**src/rtl/qrs_pkg.sv**
```systemverilog
// Shared types, widths and kind codes for the quadratic root solver.
package qrs_pkg;

  // Field widths
  localparam int CoefWidth = 16;
  localparam int FracBits  = 16;
  localparam int TolWidth  = 34;
  localparam int RootWidth = 34;

  // Derived widths
  localparam int MagWidth  = 2 * CoefWidth + 2;   // |b*b - 4ac|
  localparam int SqrtWidth = MagWidth / 2;         // floor(sqrt) width
  localparam int RemWidth  = SqrtWidth + 3;        // sqrt partial remainder
  localparam int NumWidth  = CoefWidth + FracBits + 3;  // signed numerator
  localparam int DenWidth  = CoefWidth + 2;        // signed denominator
  localparam int QuoWidth  = ((NumWidth > RootWidth) ? NumWidth : RootWidth) + 1;
  localparam int CmpWidth  = ((MagWidth > TolWidth) ? MagWidth : TolWidth);
  localparam int DivLat    = NumWidth + 2;         // divider pipeline depth

  // Buffer depths
  localparam int MidDepth  = 4;
  localparam int OutDepth  = 2;

  // Result count codes
  localparam logic [1:0] CountNone = 2'd0;
  localparam logic [1:0] CountOne  = 2'd1;
  localparam logic [1:0] CountTwo  = 2'd2;
  localparam logic [1:0] CountInf  = 2'd3;

  // Equation class decided by the front end
  typedef enum logic [2:0] {
    KIND_INF,
    KIND_NONE,
    KIND_LIN,
    KIND_ONE,
    KIND_TWO
  } kind_e;

  typedef struct packed {
    kind_e                        kind;
    logic signed [CoefWidth-1:0]  a;
    logic signed [CoefWidth-1:0]  b;
    logic signed [CoefWidth-1:0]  c;
  } item_t;

  typedef struct packed {
    item_t                 item;
    logic [MagWidth-1:0]   m;
  } mid_t;

  typedef struct packed {
    logic [1:0]                   count;
    logic signed [RootWidth-1:0]  r1;
    logic signed [RootWidth-1:0]  r2;
  } res_t;

endpackage

```
**src/rtl/qrs_front.sv**
```systemverilog
// Front end: accept coefficients, form the discriminant and classify the equation.
module qrs_front
  import qrs_pkg::*;
(
  input  logic                        clk_i,
  input  logic                        rst_ni,
  input  logic                        push_i,
  output logic                        full_o,
  input  logic signed [CoefWidth-1:0] coef_quad_i,
  input  logic signed [CoefWidth-1:0] coef_lin_i,
  input  logic signed [CoefWidth-1:0] coef_const_i,
  input  logic [TolWidth-1:0]         tol_i,
  output logic                        mid_push_o,
  output mid_t                        mid_data_o,
  input  logic                        mid_full_i
);

  logic                           en;
  logic                           v1_q, v2_q;
  logic signed [CoefWidth-1:0]    a_q, b_q, c_q;
  logic [2*CoefWidth-1:0]         bsq_q, ac_q;
  logic                           acneg_q;
  logic [CoefWidth-1:0]           amag, bmag, cmag;
  logic [MagWidth-1:0]            q_w, p4_w, m_w;
  logic                           neg_w;
  kind_e                          kind_w;
  mid_t                           mid_q;

  // Hold both stages while the queue ahead is full
  assign en         = !(v2_q && mid_full_i);
  assign full_o     = !en;
  assign mid_push_o = v2_q && !mid_full_i;
  assign mid_data_o = mid_q;

  assign amag = coef_quad_i[CoefWidth-1]  ? CoefWidth'(-coef_quad_i)  : coef_quad_i;
  assign bmag = coef_lin_i[CoefWidth-1]   ? CoefWidth'(-coef_lin_i)   : coef_lin_i;
  assign cmag = coef_const_i[CoefWidth-1] ? CoefWidth'(-coef_const_i) : coef_const_i;

  always_ff @(posedge clk_i or negedge rst_ni) begin
    if (!rst_ni) begin
      v1_q <= 1'b0;
      v2_q <= 1'b0;
    end else if (en) begin
      v1_q <= push_i;
      v2_q <= v1_q;
    end
  end

  // Stage one: squares and products of magnitudes
  always_ff @(posedge clk_i) begin
    if (en) begin
      a_q     <= coef_quad_i;
      b_q     <= coef_lin_i;
      c_q     <= coef_const_i;
      bsq_q   <= bmag * bmag;
      ac_q    <= amag * cmag;
      acneg_q <= (coef_quad_i[CoefWidth-1] != coef_const_i[CoefWidth-1]) &&
                 (coef_const_i != '0);
    end
  end

  // Stage two: discriminant magnitude, its sign and the class
  always_comb begin
    q_w   = MagWidth'(bsq_q);
    p4_w  = {ac_q, 2'b00};
    neg_w = 1'b0;
    if (acneg_q) begin
      m_w = q_w + p4_w;
    end else if (q_w >= p4_w) begin
      m_w = q_w - p4_w;
    end else begin
      m_w   = p4_w - q_w;
      neg_w = 1'b1;
    end
    if (a_q == '0) begin
      if (b_q == '0) begin
        kind_w = (c_q == '0) ? KIND_INF : KIND_NONE;
      end else begin
        kind_w = KIND_LIN;
      end
    end else if (neg_w && (CmpWidth'(m_w) >= CmpWidth'(tol_i))) begin
      kind_w = KIND_NONE;
    end else if (CmpWidth'(m_w) < CmpWidth'(tol_i)) begin
      kind_w = KIND_ONE;
    end else begin
      kind_w = KIND_TWO;
    end
  end

  always_ff @(posedge clk_i) begin
    if (en) begin
      mid_q.item.kind <= kind_w;
      mid_q.item.a    <= a_q;
      mid_q.item.b    <= b_q;
      mid_q.item.c    <= c_q;
      mid_q.m         <= m_w;
    end
  end

endmodule

```
**config.mk**
```make
export PLATFORM = sky130hd
export DESIGN_NAME = qrs_front
export DESIGN_NICKNAME = d
export VERILOG_FILES = /design/src/rtl/qrs_pkg.sv /design/src/rtl/qrs_front.sv
export SDC_FILE = /design/constraint.sdc
export NUM_CORES = 1
export LEC_CHECK = 0
export BUFFER_PORTS_ARGS = -buffer_cell sky130_fd_sc_hd__buf_4
export CORE_MARGIN = 2
export CORE_UTILIZATION = 39
export CTS_CLUSTER_SIZE = 10
export DETAILED_ROUTE_END_ITERATION = 8
export GPL_ROUTABILITY_DRIVEN = 0
export GPL_TIMING_DRIVEN = 0
export MAX_ROUTING_LAYER = met4
export PLACE_DENSITY_LB_ADDON = 0.25
export SETUP_SLACK_MARGIN = 0.15
export SLEW_MARGIN = 20
export SYNTH_ARGS = -nofsm -noshare
export SYNTH_HDL_FRONTEND = slang
export SYNTH_SLANG_ARGS = --single-unit
```
**constraint.sdc**
```tcl
create_clock -name clk_i -period 8.6 [get_ports clk_i]
set_clock_uncertainty 0.2 [all_clocks]
set_input_delay 0.43 -clock clk_i [delete_from_list [all_inputs] [get_ports clk_i]]
set_output_delay 0.43 -clock clk_i [all_outputs]
set_load 0.03 [all_outputs]
```
==> impl_metrics.csv <==
group,metric,value,unit
critical_path,cp.arrival,8.19,ns
logic_synthesis,avgSynthCellArea,9.23,µm²
clock_tree,cts.sinks,197,
critical_path,crit_type,"in2reg",
logic_synthesis,yosys-mux-area-fraction,0.448,%
routing,drtPass1Iterations,6,
critical_path,crit_required,8.65,ns
logic_synthesis,netlist_area,28200,µm²
floorplanning,fp.dieH,273,µm
floorplanning,rows,98,
logic_synthesis,synth_compound_area_share,11.5,%
logic_synthesis,yosys.area_share.simple,12.9,%
sta,period_minus_slack,8.14,ns
floorplanning,die_w,273,µm
clock_tree,cts-htree-levels,4,
clock_tree,clk_pin_slew,0.07,ns
sta,slew_viol_final,0,
logic_synthesis,seq_area_frac_synth,21.0,%
logic_synthesis,synthTopCellsByArea,"fa_1 (26%), edfxtp_1 (21%), ha_1 (15%)",
routing,drtIter0Drc,1514,
logic_synthesis,synthCells,3053,
final_layout,syn2layout_area_growth,14.5,%
sta,rsz0062_at_grt,"yes",
global_route,grt_pass1_wl,120,mm
outcome,status,"completed",
clock_tree,clkLatencyLatePin,0.50,ns
critical_path,slowest_stage,"o41ai_1",
floorplanning,start_util,39.4,%
final_layout,nets,4092,
logic_synthesis,synth_top_family_by_area,"adder cells",
placement,dp_hpwl,62.5,mm
logic_synthesis,synth_xor_area_share,4.72,%
critical_path,critPathCaptureType,"register",
global_route,grt_pass1_vias,21800,
global_route,grt.overflow.total,0,
sta,max_freq,123,MHz
flow_run,drv_cap,0,
logic_synthesis,ys_warn_count,0,
placement,placed_cells,4188,
clock_tree,cts_buffer_depth,2,
sta,fin_setup_tns,0,ns
logic_synthesis,synth_top_area_share,25.6,%
critical_path,critPathMostFrequentCell,"fa_1",
logic_synthesis,ys_ff_latch,197,
critical_path,cpPeakStageDelay,0.71,ns
sta,setup_viol_count_final,0,
logic_synthesis,synth_ff_type,"edfxtp_1",
logic_synthesis,synth_cell_types,86,
clock_tree,cts-root-buf,"clkbuf_16",
logic_synthesis,synth.largest_area_cell,"fa_1",
sta,final-hold-violation-count,0,
floorplanning,io_pins,173,
logic_synthesis,async_reset_ff_share,1.02,%
final_layout,num_antenna_cells,0,
routing,drc,0,
routing,dr_total_vias,22000,
placement,numPortBuffers,172,
sta,holdWs,0.0279,ns
clock_tree,cts_tree,"done",
final_layout,post_layout_nonfiller_instances,4277,
global_route,gr-usage-all-layers,21.3,%
routing,ant_nets,0,
critical_path,cp-start-kind,"input pin",
logic_synthesis,synth_fa_ha_area_share,40.2,%
routing,wl,75.1,mm
global_route,antenna_found_initial,0,
routing,viasPerCell,5.15,
floorplanning,die_area,74400,µm²
final_layout,drive_gt1_share,9.59,%
critical_path,cp_max_fo,7,
sta,maxSlewHeadroom,17.7,%
clock_tree,cts-buffers-inserted,17,
sta,max_slew.worst_pin.slew,1.23,ns
global_route,grt_max_degree,52,
min_path,hold_class,"in2reg",
logic_synthesis,synth_edf_count,195,
floorplanning,core_region_area,71500,µm²
sta,min_period_over_period,94.7,%
routing,wire_per_inst,17.6,µm
kinds of logic after synthesis:
group                      after synthesis
muxes                                   11
DFF                                    197
and+or+nand+nor                        803
AOI/OAI and AO/OA                      506
other                                    2
xor gates and xnor gates               152
buffers and inverters                  693
adders and majority gates              689
cells in the final DEF, fill, tap and decap left out, drive strengths merged, types with 31 or more instances in the layout:
| cell | count |
|---|---|
| a21o | 67 |
| a21oi | 164 |
| buf | 203 |
| clkbuf | 76 |
| dlygate4sd3 | 49 |
| edfxtp | 195 |
| fa | 361 |
| ha | 328 |
| inv | 616 |
| nand2 | 288 |
| nand2b | 33 |
| nor2 | 275 |
| nor3 | 31 |
| o21ai | 115 |
| xnor2 | 98 |
| xor2 | 54 |
worst max-delay path, delay by kind of cell:
family,cells,cell delay (ns)
AOI/OAI and AO/OA,8,2.24
xor gates and xnor gates,2,0.59
adders and majority gates,8,3.49
buffers and inverters,6,0.53
and+or+nand+nor,5,0.90
path summary, 6_finish.rpt:
check,cells after the start,slack (ns),to,from
hold reg to reg,0,0.25,mid_data_o[35],c_q[1]
hold / removal,1,0.03,a_q[0],coef_quad_i[0]
setup reg to reg,23,1.88,mid_data_o[83],b_q[0]
min in group asynchronous,2,0.07,v2_q,rst_ni
setup / recovery,29,0.46,ac_q[30],coef_const_i[0]
max in group asynchronous,2,8.04,v1_q,rst_ni
cell usage after synthesis, types with 10 or more instances:
master,number
and3_1,10
edfxtp_1,195
or3_1,13
a21oi_1,161
xnor2_1,98
nand4_1,24
o21a_1,11
nor4_1,26
fa_1,361
a21o_1,67
nor3_1,29
inv_1,611
o21bai_1,29
a31oi_1,18
xor2_1,54
a211oi_1,14
buf_2,11
nand3_1,29
o21ai_0,96
o21ai_1,18
ha_1,328
nand2_1,288
nor2_1,274
clkbuf_1,60
and2_1,15
nor2b_1,20
nand2b_1,33
registers in the layout, indices dropped and copies added, names as in the netlist:
name	count
acneg_q	1
mid_data_o	84
v2_q	1
ac_q	32
b_q	16
v1_q	1
bsq_q	30
a_q	16
c_q	16
metal layers:
metal	wire length [µm]	global-route usage, %
met5	0	-
met4	1940	6.39
met3	6010	3.84
met2	33400	32.1
met1	33800	29.3
metrics by stage:
stage	instance area [µm²]	util, %	worst slack (ns)
2_1_floorplan	28200	-	0.532
3_3_place_gp	30700	42.9	-1.09
3_5_place_dp	30800	43.1	-1.17
4_1_cts	32000	44.7	0.0471
5_1_grt	32300	45.2	0.0321
6_report	32300	45.2	0.457
layout make-up:
cell class / instances / area [µm²]
Sequential cell: 197 / 5910
Fill cell: 6988 / 39200
Tap cell: 950 / 1190
Timing Repair Buffer: 236 / 1950
Buffer: 75 / 338
Inverter: 618 / 2330
Clock inverter: 12 / 129
Multi-Input combinational cell: 2172 / 20000
Clock buffer: 17 / 425
repair_timing:
| item | 4_1_cts | 5_1_grt |
|---|---|---|
| setup buffers | 0 | 11 |
| hold buffers | 49 | 0 |
| setup endpoints to repair | 26 | 25 |
| gates cloned | 0 | 0 |
| pin swaps | 0 | 7 |
| hold endpoints to repair | 51 | 0 |
| gates resized for setup | 18 | 53 |
Power is left out: the tool's default activity adds up to more than one toggle a clock period on the data nets, which glitch-free logic cannot reach.
