[src/rtl/qrs_pkg.sv]
// Shared types, widths and kind codes for the quadratic root solver.
package qrs_pkg;

  // Field widths
  localparam int CoefWidth = 16;
  localparam int FracBits  = 16;
  localparam int TolWidth  = 34;
  localparam int RootWidth = 34;

  // Derived widths
  localparam int MagWidth  = 2 * CoefWidth + 2;   // |b*b - 4ac|
  localparam int SqrtWidth = MagWidth / 2;         // floor(sqrt) width
  localparam int RemWidth  = SqrtWidth + 3;        // sqrt partial remainder
  localparam int NumWidth  = CoefWidth + FracBits + 3;  // signed numerator
  localparam int DenWidth  = CoefWidth + 2;        // signed denominator
  localparam int QuoWidth  = ((NumWidth > RootWidth) ? NumWidth : RootWidth) + 1;
  localparam int CmpWidth  = ((MagWidth > TolWidth) ? MagWidth : TolWidth);
  localparam int DivLat    = NumWidth + 2;         // divider pipeline depth

  // Buffer depths
  localparam int MidDepth  = 4;
  localparam int OutDepth  = 2;

  // Result count codes
  localparam logic [1:0] CountNone = 2'd0;
  localparam logic [1:0] CountOne  = 2'd1;
  localparam logic [1:0] CountTwo  = 2'd2;
  localparam logic [1:0] CountInf  = 2'd3;

  // Equation class decided by the front end
  typedef enum logic [2:0] {
    KIND_INF,
    KIND_NONE,
    KIND_LIN,
    KIND_ONE,
    KIND_TWO
  } kind_e;

  typedef struct packed {
    kind_e                        kind;
    logic signed [CoefWidth-1:0]  a;
    logic signed [CoefWidth-1:0]  b;
    logic signed [CoefWidth-1:0]  c;
  } item_t;

  typedef struct packed {
    item_t                 item;
    logic [MagWidth-1:0]   m;
  } mid_t;

  typedef struct packed {
    logic [1:0]                   count;
    logic signed [RootWidth-1:0]  r1;
    logic signed [RootWidth-1:0]  r2;
  } res_t;

endpackage

[src/rtl/qrs_fifo.sv]
// Small register queue used between pipeline sections.
module qrs_fifo
  import qrs_pkg::*;
#(
  parameter int Width = 8,
  parameter int Depth = 2
) (
  input  logic             clk_i,
  input  logic             rst_ni,
  input  logic             push_i,
  input  logic [Width-1:0] wdata_i,
  input  logic             pop_i,
  output logic [Width-1:0] rdata_o,
  output logic             full_o,
  output logic             empty_o
);

  localparam int AddrWidth = (Depth > 1) ? $clog2(Depth) : 1;

  logic [Width-1:0]     mem_q [Depth];
  logic [AddrWidth-1:0] wptr_q, wptr_d, rptr_q, rptr_d;
  logic [AddrWidth:0]   cnt_q, cnt_d;
  logic                 do_push, do_pop;

  assign full_o  = (cnt_q == (AddrWidth+1)'(Depth));
  assign empty_o = (cnt_q == '0);
  assign do_push = push_i && !full_o;
  assign do_pop  = pop_i && !empty_o;
  assign rdata_o = mem_q[rptr_q];

  // Advance pointers and fill count
  always_comb begin
    wptr_d = wptr_q;
    rptr_d = rptr_q;
    cnt_d  = cnt_q;
    if (do_push) begin
      wptr_d = (wptr_q == AddrWidth'(Depth - 1)) ? '0 : wptr_q + 1'b1;
    end
    if (do_pop) begin
      rptr_d = (rptr_q == AddrWidth'(Depth - 1)) ? '0 : rptr_q + 1'b1;
    end
    if (do_push && !do_pop) begin
      cnt_d = cnt_q + 1'b1;
    end else if (do_pop && !do_push) begin
      cnt_d = cnt_q - 1'b1;
    end
  end

  always_ff @(posedge clk_i or negedge rst_ni) begin
    if (!rst_ni) begin
      wptr_q <= '0;
      rptr_q <= '0;
      cnt_q  <= '0;
    end else begin
      wptr_q <= wptr_d;
      rptr_q <= rptr_d;
      cnt_q  <= cnt_d;
    end
  end

  // Store the incoming entry
  always_ff @(posedge clk_i) begin
    if (do_push) begin
      mem_q[wptr_q] <= wdata_i;
    end
  end

endmodule

[config.mk]
export PLATFORM = sky130hd
export DESIGN_NAME = qrs_fifo
export DESIGN_NICKNAME = d
export VERILOG_FILES = /design/src/rtl/qrs_pkg.sv /design/src/rtl/qrs_fifo.sv
export SDC_FILE = /design/constraint.sdc
export NUM_CORES = 1
export LEC_CHECK = 0
export BUFFER_PORTS_ARGS = -buffer_cell sky130_fd_sc_hd__buf_2
export CORE_MARGIN = 1
export CORE_UTILIZATION = 40
export DETAILED_ROUTE_END_ITERATION = 6
export PLACE_DENSITY = 0.67
export SYNTH_ARGS = -nofsm -noshare
export SYNTH_HDL_FRONTEND = slang
export SYNTH_SLANG_ARGS = --single-unit
[constraint.sdc]
create_clock -name clk_i -period 1.8 [get_ports clk_i]
set_input_delay 0.54 -clock clk_i [delete_from_list [all_inputs] [get_ports clk_i]]
set_output_delay 0.54 -clock clk_i [all_outputs]
set_load 0.05 [all_outputs]
==> flow_summary.json, run 1 <==
{
  "nets": 89,
  "synth_common_cells": "edfxtp_1, mux2_1, dfrtp_1",
  "maxCapViolations": 0,
  "worstSetupEndpointType": "output port",
  "worstMarginPinSlew_ns": 0.4091,
  "max_freq_ghz": 0.5358,
  "dp_hpwl_microns": 770.1,
  "gp_congestion": 0.6554,
  "synth-edff-count": 16,
  "synthArstFlopShare_pct": 20.00,
  "syn_to_final_growth_pct": 39.68,
  "grtUsageMet3_pct": 5.098,
  "cp.arrival_ns": 1.33,
  "min_path_type": "in2async",
  "timing.rr.end": "cnt_q[1]$_DFFE_PN0P_",
  "status": "complete, but fails checks",
  "routedWlPerCell_microns": 12.74,
  "critPathSlowestCell": "dfrtp_2",
  "critical_path_class": "reg2out",
  "critPathLaunchType": "flop",
  "drv_slew": 0,
  "drc": 0,
  "muxShareOfSynthArea_pct": 11.52,
  "syn_area_sq_um": 782.0,
  "cp_top_family": "flip-flops",
  "core_area_sq_mm": 0.001783,
  "synth_top_area_share_pct": 61.44,
  "ys_types": 15,
  "cp_cell_sequence": "buf_6, mux2_4, buf_6",
  "syn_inst": 44,
  "clockBufferDepth": 2,
  "final.setup.worst_slack_ns": -0.06633,
  "cpMostUsedCell": "buf_6",
  "synth_top_flop_cell": "edfxtp_1",
  "cts-root-buf": "clkbuf_4",
  "dieWidth_microns": 46.22,
  "synth_compound_area_share_pct": 0.6400,
  "htreeDepth": 1,
  "clock_skew_ns": 0.004091,
  "postSynthAreaPerCell_sq_um": 17.77,
  "synth_nets": 57,
  "cts_tree": "yes",
  "dr.pass1.iters": 4,
  "numCtsBuffers": 3,
  "grt_pass1_vias": 439,
  "hold_viol_final": 0,
  "clk_pin_slew_ns": 0.10,
  "worst-path-buf-inv": 2,
  "synthAdderAreaFrac_pct": 1.600,
  "power_density_mw_per_mm2": 1932,
  "ys_seq_elements": 20,
  "final_cells": 100,
  "violations": "setup timing",
  "setup_violations": 8,
  "grt_use_total_pct": 14.11,
  "grt_pass1_wl_microns": 1932,
  "die-area_sq_mm": 0.002136,
  "start_util_pct": 43.86,
  "post-route-util_pct": 61.26,
  "synth_top_family_by_area": "multiplexers",
  "dp_slack_ns": 0.1022,
  "required_ns": 1.26,
  "max_stage_delay_ns": 0.45,
  "placedCellCount": 90,
  "num_vias": 465,
  "overflow": 0,
  "grt.busiest_layer": "met2",
  "ant_nets": 0,
  "dpl_cell_area_sq_um": 920.9,
  "io_buffer_count": 21,
  "n_antenna_cell": 0,
  "fin_area_sq_mm": 0.001092,
  "drive_gt1_share_pct": 57.33,
  "grt_max_degree": 12,
  "clock_latency_ns": 0.29,
  "routed_wl_microns": 1274,
  "grt_util_met1_pct": 14.61,
  "crit_fanout": 4,
  "synthSimpleGateAreaFrac_pct": 3.840,
  "ff2ff_setup_slack_ns": 0.36,
  "yosysMostFrequentCell": "edfxtp_1",
  "use_met2_pct": 23.10,
  "ys_warn_count": 0,
  "rows": 15,
  "ios": 22,
  "synth_xor_area_share_pct": 6.560,
  "antenna_found_initial": 0,
  "fillers": 142,
  "rsz0062_at_grt": "yes",
  "drt_iter0_markers": 8,
  "yosysTopAreaCell": "edfxtp_1",
  "vias_per_cell": 4.650,
  "ff2ff_path_depth": 7,
  "synth.area.top_cells": "edfxtp_1, dfrtp_1, mux2_1, mux2_2, xnor2_1",
  "relSlewSlack_pct": 72.73,
  "fin_setup_tns_ns": -0.4727,
  "yosysSeqAreaShare_pct": 74.24,
  "die_h_microns": 46.22,
  "p_leak_nw": 0.4747,
  "fin_crit_sh_pct": 103.7,
  "max-vdd-ir-drop_v": 0.001287,
  "cts_num_sinks": 20,
  "fin_crit_ns": 1.866,
  "r2r_start": "cnt_q[0]$_DFFE_PN0P_"
}
## cells by family after synthesis
family,Yosys count
DFF,20
muxes,8
and+or+nand+nor,6
xor gates and xnor gates,5
buffers and inverters,3
AOI/OAI and AO/OA,1
adders and majority gates,1
## cell usage in the layout (no fill, tap or decap), drive strengths merged
cell type,count
and3,1
edfxtp,16
clkinv,1
xnor2,3
xor2,2
nor2,3
buf,28
inv,2
nand2b,1
clkbuf,3
nand2,1
dfrtp,4
o21ai,1
mux2,8
ha,1
## cell type report
cell class,count,area [sq um],share of cell area [%]
clock buffer,3,22.52,2.062
tap,25,31.28,2.864
clock inverter,1,3.754,0.3436
sequential,20,583.1,53.38
inverter,2,7.507,0.6873
timing repair buffer,28,229.0,20.96
multi-input combinational,21,215.2,19.70
## flip-flops by register name, indices dropped and copies added, names as in the netlist
name,flops
cnt_q,2
mem_q,16
rptr_q,1
wptr_q,1
## through the flow
step | power, mW | hold WS [ns]
2_1_floorplan | 1.389 | 0.2444
3_3_place_gp | 1.546 | 0.3495
3_5_place_dp | 1.555 | 0.3519
4_1_cts | 2.054 | 0.02134
5_1_grt | 2.225 | 0.004709
6_report | 2.110 | 0.03422
## worst max-delay path by stage
| stage | startpoint | endpoint | depth (start not counted) |
|---|---|---|---|
| after global routing | rptr_q$_DFFE_PN0P_ | rdata_o[7] | 3 |
| after CTS | rptr_q$_DFFE_PN0P_ | rdata_o[7] | 3 |
| after global placement | rptr_q$_DFFE_PN0P_ | rdata_o[2] | 2 |
| after detailed placement | rptr_q$_DFFE_PN0P_ | rdata_o[2] | 2 |
| final | rptr_q$_DFFE_PN0P_ | rdata_o[4] | 3 |
| after floorplan | cnt_q[0]$_DFFE_PN0P_ | empty_o | 1 |
## power by group
part | internal [mW] | switching, mW | total (mW)
Sequential | 0.652 | 0.0762 | 0.728
Clock | 0.0805 | 0.121 | 0.202
Combinational | 0.533 | 0.648 | 1.18
## what timing repair did
item / CTS / global route
setup buffers: 4 / 2
setup endpoints to repair: 9 / 9
endpoints found under the hold margin: 0 / 0
hold buffers: 0 / 0
gates resized for setup: 28 / 4
## worst register-to-register path: stages (launching register included)
cell      delay, ns
dfrtp_2        0.45
nand2b_1       0.19
nand2_2        0.11
inv_1          0.05
ha_1           0.18
xor2_1         0.14
nor2_1         0.11
xor2_1         0.15
## per-layer routing
metal  wire length (microns)  up-vias
met5                       0        -
met2                     658       13
met1                     534      226
met3                      39        4
met4                      42        0
li1                        -      222
Note: power is estimated with default switching activity, not from simulation.
==> run 2: changes to the inputs <==
--- a/config.mk
+++ b/config.mk
@@ -6,10 +6,11 @@
 export NUM_CORES = 1
 export LEC_CHECK = 0
 export BUFFER_PORTS_ARGS = -buffer_cell sky130_fd_sc_hd__buf_2
-export CORE_MARGIN = 1
+export CORE_MARGIN = 2
 export CORE_UTILIZATION = 40
 export DETAILED_ROUTE_END_ITERATION = 6
 export PLACE_DENSITY = 0.67
+export RECOVER_POWER = 50
 export SYNTH_ARGS = -nofsm -noshare
 export SYNTH_HDL_FRONTEND = slang
 export SYNTH_SLANG_ARGS = --single-unit
==> run 2 against run 1 <==
Effect of this change:
- the run still ends with setup timing left
- worst setup slack better by 0.0074 ns
- clock skew down 0.0024 ns
- clock power increased by 74%
- critical path type unchanged
- sequential cell count did not move
- die area is 8.8% higher
- critical endpoint is now rdata_o[7]
- utilization grew 0.28 points
- fmax increased by 0.40%
- largest cell class unchanged
- worst hold slack gained 0.025 ns
==> flow_summary.json, run 2 (synthesis results as in run 1) <==
{
  "core_area_sq_mm": 0.001783,
  "power_frac_seq_pct": 33.1,
  "ios": 22,
  "rsz0062_at_grt": "yes",
  "ant_nets": 0,
  "dieWidth_microns": 48.22,
  "drv_slew": 0,
  "largest_register_ffs": 16,
  "antenna_found_initial": 0,
  "numCtsBuffers": 3,
  "overflow": 0,
  "drc": 0,
  "start_util_pct": 43.86,
  "die-area_sq_mm": 0.002325,
  "p_sw_share_pct": 37.90,
  "cp.arrival_ns": 1.32,
  "dp_hpwl_microns": 801.7,
  "fin_crit_sh_pct": 103.3,
  "hold_viol_final": 0,
  "r2r_start": "cnt_q[0]$_DFFE_PN0P_",
  "intPower_mw": 1.374,
  "die_h_microns": 48.22,
  "drive_gt1_share_pct": 55.56,
  "required_ns": 1.26,
  "cts-root-buf": "clkbuf_4",
  "dr.pass1.iters": 1,
  "final.setup.worst_slack_ns": -0.05891,
  "grt_pass1_vias": 468,
  "relSlewSlack_pct": 74.62,
  "cp-startpoint": "rptr_q$_DFFE_PN0P_",
  "cts_hold_buffers": 0,
  "fin_area_sq_mm": 0.001097,
  "status": "complete, but fails checks",
  "maxCapViolations": 0,
  "final_cell_mix": "edfxtp_1, buf_2, buf_6",
  "num_vias": 439,
  "min_path_type": "in2async",
  "crit_fanout": 5,
  "post-route-util_pct": 61.54,
  "combPwrFrac_pct": 51.0,
  "io_buffer_count": 21,
  "gp_congestion": 0.7112,
  "worstSetupEndpointType": "output port",
  "cts_num_sinks": 20,
  "syn_to_final_growth_pct": 40.32,
  "clkPwrFrac_pct": 15.9,
  "clock_skew_ns": 0.001648,
  "max-vdd-ir-drop_v": 0.001055,
  "fin_crit_ns": 1.859,
  "clock_latency_ns": 0.29,
  "max_freq_ghz": 0.5380,
  "top_regs": "mem_q (16), cnt_q (2)",
  "ff2ff_setup_slack_ns": 0.39,
  "vias_per_cell": 4.526,
  "p_switching_mw": 0.8388,
  "routedWlPerCell_microns": 12.87,
  "cts_tree": "yes",
  "clk_pin_slew_ns": 0.11,
  "p_leak_nw": 0.4719,
  "regMostFlops": "mem_q",
  "clockBufferDepth": 2,
  "n_antenna_cell": 0,
  "dpl_cell_area_sq_um": 920.9,
  "setup_violations": 8,
  "grt_pass1_wl_microns": 1869,
  "final_common_cell": "edfxtp_1",
  "critPathLaunchType": "flop",
  "grt_max_degree": 13,
  "fillers": 145,
  "worstMarginPinSlew_ns": 0.3807,
  "nets": 86,
  "critical_path_class": "reg2out",
  "violations": "setup timing",
  "htreeDepth": 1,
  "rows": 15,
  "grt_use_total_pct": 12.74,
  "drt_iter0_markers": 0,
  "routed_wl_microns": 1248,
  "power_density_mw_per_mm2": 2017
}
[run 2: what timing repair did]
| action | in CTS | in global routing |
|---|---|---|
| endpoints found under the setup margin | 9 | 9 |
| setup buffers | 3 | 0 |
| gates resized for setup | 29 | 4 |
[run 2: metrics by stage]
step / setup WS (ns) / hold slack [ns] / power (mW) / instances / TNS (ns)
5_1_grt: -0.1171 / 0.05483 / 2.331 / 97 / -0.8570
6_report: -0.05891 / 0.05882 / 2.213 / 97 / -0.3883
4_1_cts: -0.06771 / 0.01739 / 2.195 / 97 / -0.4950
2_1_floorplan: 0.1926 / 0.2444 / 1.389 / 44 / 0
3_5_place_dp: 0.09307 / 0.3521 / 1.563 / 90 / 0
3_3_place_gp: 0.1204 / 0.3496 / 1.548 / 90 / 0
[run 2: final timing paths]
kind	end	depth (start not counted)
min in group clk_i	mem_q[0][1]$_DFFE_PP_	1
max reg2reg	cnt_q[1]$_DFFE_PN0P_	6
min reg2reg	wptr_q$_DFFE_PN0N_	1
min	cnt_q[1]$_DFFE_PN0P_	1
max in group asynchronous	rptr_q$_DFFE_PN0P_	1
max	rdata_o[7]	3
[run 2: power groups by stage]
stage	clock [mW]	sequential, mW	combinational [mW]
floorplan	0	0.705	0.684
global placement	0	0.755	0.793
detailed placement	0	0.759	0.804
CTS	0.365	0.722	1.11
global route	0.381	0.751	1.20
finish	0.352	0.733	1.13
[run 2: cell type report]
class	count	area (sq um)	share of cell area [%]
Multi-Input combinational cell	21	222.7	20.30
Tap cell	25	31.28	2.851
Sequential cell	20	583.1	53.14
Clock inverter	1	30.03	2.737
Timing Repair Buffer	25	200.2	18.24
Inverter	2	7.507	0.6842
Clock buffer	3	22.52	2.052
[run 2: per-layer routing]
layer,GRT usage [%],share of wire (%),vias to the layer above
li1,-,-,215
met1,14.08,41,208
met2,20.53,51,14
met3,4.074,5.8,2
met4,9.189,1.5,0
met5,0,0,-
[run 2: critical path, stage by stage, from the launching register on]
cell     delay (ns)
dfrtp_2        0.43
buf_6          0.14
mux2_4         0.31
buf_8          0.15
==> run 3: changes to the inputs <==
--- a/config.mk
+++ b/config.mk
@@ -6,6 +6,7 @@
 export NUM_CORES = 1
 export LEC_CHECK = 0
 export BUFFER_PORTS_ARGS = -buffer_cell sky130_fd_sc_hd__buf_2
+export CORE_ASPECT_RATIO = 0.75
 export CORE_MARGIN = 2
 export CORE_UTILIZATION = 40
 export DETAILED_ROUTE_END_ITERATION = 6
==> run 3 against run 2 <==
Effect of this change:
- the run still ends with setup timing left
- non-clock buffer count grew 3
- worst setup slack lost 0.0065 ns
- critical path depth unchanged
- fmax fell by 0.35%
- wire length up 11%
- critical path type unchanged
- critical endpoint is now rdata_o[5]
- largest cell class unchanged
- highest routed layer is now met3
==> flow_summary.json, run 3 (synthesis results as in run 1) <==
{
  "ff2ff_setup_slack_ns": 0.32,
  "ant_nets": 0,
  "top_regs": "mem_q (16), cnt_q (2)",
  "num_vias": 457,
  "dp_slack_ns": 0.09013,
  "max_freq_ghz": 0.5361,
  "dr.pass1.iters": 4,
  "antenna_found_initial": 0,
  "clock_skew_ns": 0.007226,
  "worstMarginPinSlew_ns": 0.3886,
  "holdCritStartpoint": "wdata_i[1]",
  "relSlewSlack_pct": 74.09,
  "placedCellCount": 88,
  "core_area_sq_mm": 0.001789,
  "hold_slack_ns": 0.4229,
  "min_path_type": "in2reg",
  "die_h_microns": 42.29,
  "fin_crit_sh_pct": 103.6,
  "clk_pin_slew_ns": 0.11,
  "final_cells": 97,
  "cp.arrival_ns": 1.33,
  "die-area_sq_mm": 0.002328,
  "maxCapViolations": 0,
  "cts_num_sinks": 20,
  "use_met2_pct": 20.48,
  "final_common_cell": "edfxtp_1",
  "clock_latency_ns": 0.30,
  "routed_wl_microns": 1383,
  "drc": 0,
  "hold_viol_final": 0,
  "regMostFlops": "mem_q",
  "grt_util_met1_pct": 17.37,
  "routedWlPerCell_microns": 14.26,
  "final-seq-area_sq_um": 583.1,
  "power_density_mw_per_mm2": 2029,
  "drv_slew": 0,
  "required_ns": 1.26,
  "crit_fanout": 5,
  "vias_per_cell": 4.711,
  "cp-startpoint": "rptr_q$_DFFE_PN0P_",
  "dp_hpwl_microns": 940.8,
  "violations": "setup timing",
  "io_buffer_count": 21,
  "critPathLaunchType": "flop",
  "multiInputGateArea_sq_um": 211.5,
  "numCtsBuffers": 3,
  "syn_to_final_growth_pct": 40.80,
  "start_util_pct": 43.71,
  "fin_crit_ns": 1.865,
  "critical_path_class": "reg2out",
  "final.setup.worst_slack_ns": -0.06538,
  "overflow": 0,
  "htreeDepth": 1,
  "fin_setup_tns_ns": -0.4350,
  "grt_pass1_wl_microns": 2145,
  "status": "complete, but fails checks",
  "grt_pass1_vias": 471,
  "p_leak_nw": 0.4623,
  "grt_max_degree": 13,
  "grtUsageMet3_pct": 5.357,
  "rsz0062_at_grt": "yes",
  "clockBufferDepth": 2,
  "max-vdd-ir-drop_v": 0.001290,
  "rows": 13,
  "post-route-util_pct": 61.54,
  "largest_register_ffs": 16,
  "n_antenna_cell": 0,
  "final_cell_mix": "edfxtp_1, buf_6, mux2_4, clkbuf_1",
  "drt_iter0_markers": 6,
  "grt_use_total_pct": 13.46,
  "ios": 22,
  "nets": 89,
  "drive_gt1_share_pct": 48.00,
  "cts-root-buf": "clkbuf_4",
  "grt.busiest_layer": "met2",
  "cts_tree": "yes",
  "r2r_start": "cnt_q[0]$_DFFE_PN0P_",
  "gp_congestion": 0.7378,
  "setup_violations": 8,
  "worstSetupEndpointType": "output port",
  "fillers": 155,
  "dieWidth_microns": 55.06
}
run 3: stage by stage:
stage	area (sq um)	power [mW]
6_report	1101	2.234
5_1_grt	1101	2.343
4_1_cts	1091	2.231
3_5_place_dp	924.6	1.580
3_3_place_gp	924.6	1.561
2_1_floorplan	782.0	1.389
run 3: worst paths after layout:
kind                                    endpoint  cells after the start
setup / recovery                      rdata_o[5]                      3
hold / removal             mem_q[0][1]$_DFFE_PP_                      1
setup reg to reg            cnt_q[1]$_DFFE_PN0P_                      6
hold reg to reg               wptr_q$_DFFE_PN0N_                      1
max in group asynchronous     rptr_q$_DFFE_PN0P_                      2
min in group asynchronous   cnt_q[0]$_DFFE_PN0P_                      2
run 3: critical path, cell delays in order (launching register included):
cell,delay (ns)
dfrtp_2,0.43
buf_6,0.14
mux2_4,0.31
buf_8,0.15
run 3: cell type report:
type | instances | share of cell area (%)
Sequential cell | 20 | 52.95
Inverter | 2 | 0.6818
Timing Repair Buffer | 28 | 19.89
Clock inverter | 1 | 2.727
Clock buffer | 3 | 2.045
Multi-Input combinational cell | 21 | 19.20
Tap cell | 22 | 2.500
run 3: what timing repair did:
item / in CTS / in global routing
hold endpoints to repair: 0 / 1
resized for setup: 30 / 1
hold buffers: 0 / 1
buffers inserted: 3 / 1
gates cloned: 0 / 0
setup endpoints to repair: 9 / 9
run 3: metal layers:
layer	share of wire, %	up-vias
met5	0	-
met4	0	0
met3	5.7	0
met2	52	15
met1	42	221
li1	-	221
run 3: power breakdown:
| part | internal (mW) | switching [mW] |
|---|---|---|
| sequential | 0.652 | 0.0690 |
| clock | 0.225 | 0.135 |
| combinational | 0.502 | 0.651 |
